--- src/hw/rtl/lcf_pkg.sv ---
package lcf_pkg;

  // Table geometry.
  localparam int MATERIAL_COUNT = 15;
  localparam int TBL_AW         = $clog2(MATERIAL_COUNT);
  localparam int ELEMS          = 9;
  localparam int ELEM_IW        = $clog2(ELEMS);
  localparam int MAT_W          = 4;
  localparam int MAT_CMP_W      = 8;

  // Field widths.
  localparam int ELEM_W = 24;
  localparam int CHG_W  = 32;
  localparam int INV_W  = 40;
  localparam int OUT_W  = 48;

  // Internal arithmetic widths.
  localparam int S2_W   = 34;   // charge - 2*pz, signed
  localparam int S2M_W  = 33;   // magnitude of that
  localparam int PRD_W  = 48;   // element products
  localparam int CF_W   = 49;   // cofactor, signed
  localparam int CM_W   = 48;   // cofactor magnitude
  localparam int AM_W   = 73;   // |s2| * inv magnitude
  localparam int D_W    = 74;   // determinant, signed
  localparam int NUM_W  = 121;  // dividend magnitude
  localparam int Q_BITS = 49;   // quotient bits, top bit flags overflow
  localparam int DEN_SH = 17;
  localparam int CMP_W  = D_W + DEN_SH + Q_BITS - 1;

  // Command codes.
  localparam logic CMD_WRITE   = 1'b0;
  localparam logic CMD_COMPUTE = 1'b1;

  // Register indexes.
  localparam logic REG_COMPENSATE = 1'b0;
  localparam logic REG_INV_VACUUM = 1'b1;

  localparam logic [INV_W-1:0] INV_VACUUM_RESET = 40'd112940906737;
  localparam logic signed [ELEM_W-1:0] ONE_Q12 = 24'sd4096;

  localparam logic [OUT_W-1:0] MAG_POS_MAX = 48'h7FFF_FFFF_FFFF;
  localparam logic [OUT_W-1:0] MAG_NEG_MAX = 48'h8000_0000_0000;

  typedef logic [ELEMS-1:0][ELEM_W-1:0] row_t;

  // Work item handed from the arithmetic front end to the divider.
  typedef struct packed {
    logic                        dzero;
    logic [2:0]                  neg;
    logic [D_W-1:0]              dmag;
    logic [2:0][NUM_W-1:0]       rem;
    logic [2:0][Q_BITS-1:0]      quot;
  } lcf_div_t;

endpackage

--- src/hw/rtl/lcf_table.sv ---
module lcf_table (
  input  logic                              clk,
  input  logic                              wr_en,
  input  logic [lcf_pkg::TBL_AW-1:0]        wr_addr,
  input  logic [lcf_pkg::ELEM_IW-1:0]       wr_elem,
  input  logic [lcf_pkg::ELEM_W-1:0]        wr_data,
  input  logic                              rd_en,
  input  logic [lcf_pkg::TBL_AW-1:0]        rd_addr,
  output lcf_pkg::row_t                     rd_row
);
  import lcf_pkg::*;

  // One row per material, written one element at a time.
  row_t mem [MATERIAL_COUNT];

  always_ff @(posedge clk) begin
    if (wr_en) begin
      mem[wr_addr][wr_elem] <= wr_data;
    end
  end

  always_ff @(posedge clk) begin
    if (rd_en) begin
      rd_row <= mem[rd_addr];
    end
  end

endmodule

--- config.mk ---
export PLATFORM = sky130hd
export DESIGN_NAME = lcf_table
export DESIGN_NICKNAME = d
export VERILOG_FILES = /design/src/hw/rtl/lcf_pkg.sv /design/src/hw/rtl/lcf_table.sv
export SDC_FILE = /design/constraint.sdc
export NUM_CORES = 2
export LEC_CHECK = 0
export BUFFER_PORTS_ARGS = -buffer_cell sky130_fd_sc_hd__buf_2
export CAP_MARGIN = 40
export CORE_ASPECT_RATIO = 0.7
export CORE_MARGIN = 2
export CORE_UTILIZATION = 45
export CTS_CLUSTER_DIAMETER = 100
export DETAILED_ROUTE_END_ITERATION = 10
export HOLD_SLACK_MARGIN = 0.05
export PLACE_DENSITY_LB_ADDON = 0.3
export SYNTH_ARGS = -nofsm -noshare
export SYNTH_HDL_FRONTEND = slang
export SYNTH_SLANG_ARGS = --single-unit
--- constraint.sdc ---
create_clock -name clk -period 2.5 [get_ports clk]
set_input_delay 0.125 -clock clk [delete_from_list [all_inputs] [get_ports clk]]
set_output_delay 0.125 -clock clk [all_outputs]
set_load 0.01 [all_outputs]
==> metrics <==
GRT overflow 0; final instance area 150000 um2; maximum clock frequency 0.425 GHz; Max clock buf depth 4; io pins 255; reg2reg path depth 4; Placed Instance Area 140000 um2; critical path class primary input to register; RSZ-0062 raised after global routing false; Clk pwr share 40.3%; max cap viols 0; Post-synth top cells edfxtp_1, mux4_2, mux2i_1; Yosys top cell area share 79.8%; FILL cells 22400; per-cell routed wire length 30.6 um; required time of the critical path 3.09 ns; Clock Skews 0.0476 ns; mapped cell area 130000 um2; Port Buffers 254; switching part of the total 21.2%; initial DRC count 8498; final standard cell utilization of the core 52.2%; Setup-failing EPs final 0; combinational share of power 5.0%; status complete, no violations; critical path fanouts, max 54; most area-hungry cell type in the Yosys netlist edfxtp_1; Fin. Hold Viols 0; peak supply drop 0.000674 V; Min-Delay Path Depth 3; Post-DP HPWL 196 mm; CTS tree built; H-Tree Depth 5; HP Start rd_addr[3]; Starting Density 45.1%; prevailing post-synth register cell edfxtp_1; syn_nets 6295; count leader, synth edfxtp_1; synth top area cells edfxtp_1, mux4_2, mux2i_1; first-pass GRT wire length 479 mm; minimum clock period after layout 2.35 ns; Final Slew Violations 0; die area 293000 um2; Post-synth EDFFs 3456; DR vias 65700; 1st-pass router iterations 5; WL final 338 mm; Sink Count 3456; WHS Endpoint rd_row[26]; gpl congestion 0.789; antenna violations before repair 35; Power, Total 0.118 W; DRT antenna net count 0; pwr dens 786 nW/um2; sequential share of power 54.6%; Worst Hold Class primary input to register; worst r2r src mem[7][103]; Slew HR 40.0%; DRC viols 0; measured slew at the worst slew-check pin 0.900 ns; flop-to-flop setup slack 0.72 ns; layout cells sized above 1 24.8%; Vias/cell 5.95; Synth Area per Inst 20.8 um2; Num CTS Buffers 322; post-synthesis instance total 6256; Area Growth Syn to Fin 15.7%; vias in the first global route 64800; CP arrival 2.95 ns; die height 454 um; crit start category primary input; Switch Pwr 0.0250 W; number of library cell types mapped by synthesis 27; # Post-CTS Setup Buffers 0; leakage power 48.4 nW; register area 104000 um2; Yosys reg bits 3456; clock root cell clkbuf_16; nets 6985; async set or reset register ratio after synthesis 0%; largest net degree at the start of global routing 136; fin cells 11000; sequential area share after synthesis 79.8%; Multi-input gate area 24800 um2; Die Width 647 um; Int Power 0.0932 W; Clock transition at path regs 0.06 ns; placed cell count 10400; Worst setup EP type register; Ys Warns 0; part of the cycle the worst path needs 94.1%; CORE AREA 288000 um2; Total GRT Usage 22.8%; worst skew pair latency 0.86 ns; r2r endpoint rd_row[103]; num rows 165
## layout make-up
class                      instances  area share [%]
sequential                      3456            69.0
multi-input combinational       2421            16.5
clock buffer                     393            5.65
timing repair buffer             744            4.67
tap                             3841            3.19
clock inverter                   172            1.02
antenna                           12          0.0200
inverter                           1         0.00582
## sequential cells by signal (all words and copies together), names as in the netlist
signal	cells
mem	3240
rd_row	216
## layer usage
layer | share of wire [%] | global-route usage (%)
met2 | 47 | 35.8
met1 | 42 | 33.6
met3 | 8.7 | 3.83
met5 | 0.0039 | 0
met4 | 2.3 | 5.34
## placed cells by master, fill, tap and decap left out, types with 39 or more instances in the layout
cell / n
edfxtp_1: 3456
mux4_2: 500
mux2i_1: 364
clkbuf_16: 330
buf_4: 326
buf_2: 226
a22oi_1: 216
nor2b_1: 154
a211o_1: 148
o22ai_1: 148
a31oi_1: 148
buf_12: 147
nand2b_1: 144
nor2_2: 135
o21ai_1: 132
nand2_1: 84
nor2_1: 72
clkinv_1: 71
a21oi_1: 68
o211ai_1: 68
clkbuf_1: 63
clkinv_2: 46
dlygate4sd3_1: 39
## power by group through the flow
stage               combinational (W)  sequential [W]  clock (W)
finish                        0.00595          0.0646     0.0477
global route                  0.00637          0.0646     0.0506
CTS                           0.00604          0.0646     0.0484
detailed placement            0.00596          0.0658          0
global placement              0.00584          0.0658          0
floorplan                     0.00272          0.0657          0
## stage by stage
| step | hold slack (ns) | TNS, ns | setup slack (ns) |
|---|---|---|---|
| 6_report | 0.116 | 0 | 0.148 |
| 5_1_grt | 0.0958 | 0 | 0.0921 |
| 4_1_cts | 0.0675 | 0 | 0.234 |
| 3_5_place_dp | 0.457 | -0.109 | -0.109 |
| 3_3_place_gp | 0.494 | -0.0822 | -0.0822 |
| 2_1_floorplan | 0.224 | 0 | 0.133 |
## worst max-delay path, cell delays in order
cell	delay [ns]
dlygate4sd3_1	0.56
buf_8	0.25
buf_12	0.22
buf_12	0.24
buf_12	0.31
nor2b_1	0.09
a211o_1	0.30
a31oi_1	0.61
o21ai_1	0.11
## how the worst max path moves through the flow
stage / from / endpoint / slack (ns) / depth (start not counted)
final: rd_addr[0] / rd_row[205] / 0.15 / 9
after global routing: rd_addr[0] / rd_row[205] / 0.09 / 9
after CTS: rd_addr[0] / rd_row[205] / 0.23 / 9
after detailed placement: rd_addr[0] / rd_row[205] / -0.11 / 8
after global placement: rd_addr[0] / rd_row[205] / -0.08 / 8
after floorplan: wr_elem[3] / mem[4][72] / 0.13 / 4
## repair_timing
| action | in CTS | in global routing |
|---|---|---|
| hold buffers | 39 | 0 |
| gates resized for setup | 0 | 0 |
| hold endpoints to repair | 2329 | 0 |
## cell families after synthesis
kind of cell | synth area share [%]
DFF | 79.8
buffers and inverters | 1.49
and+or+nand+nor | 2.38
muxes | 11.5
AOI/OAI and AO/OA | 4.89
(Power assumes the default switching activity.)
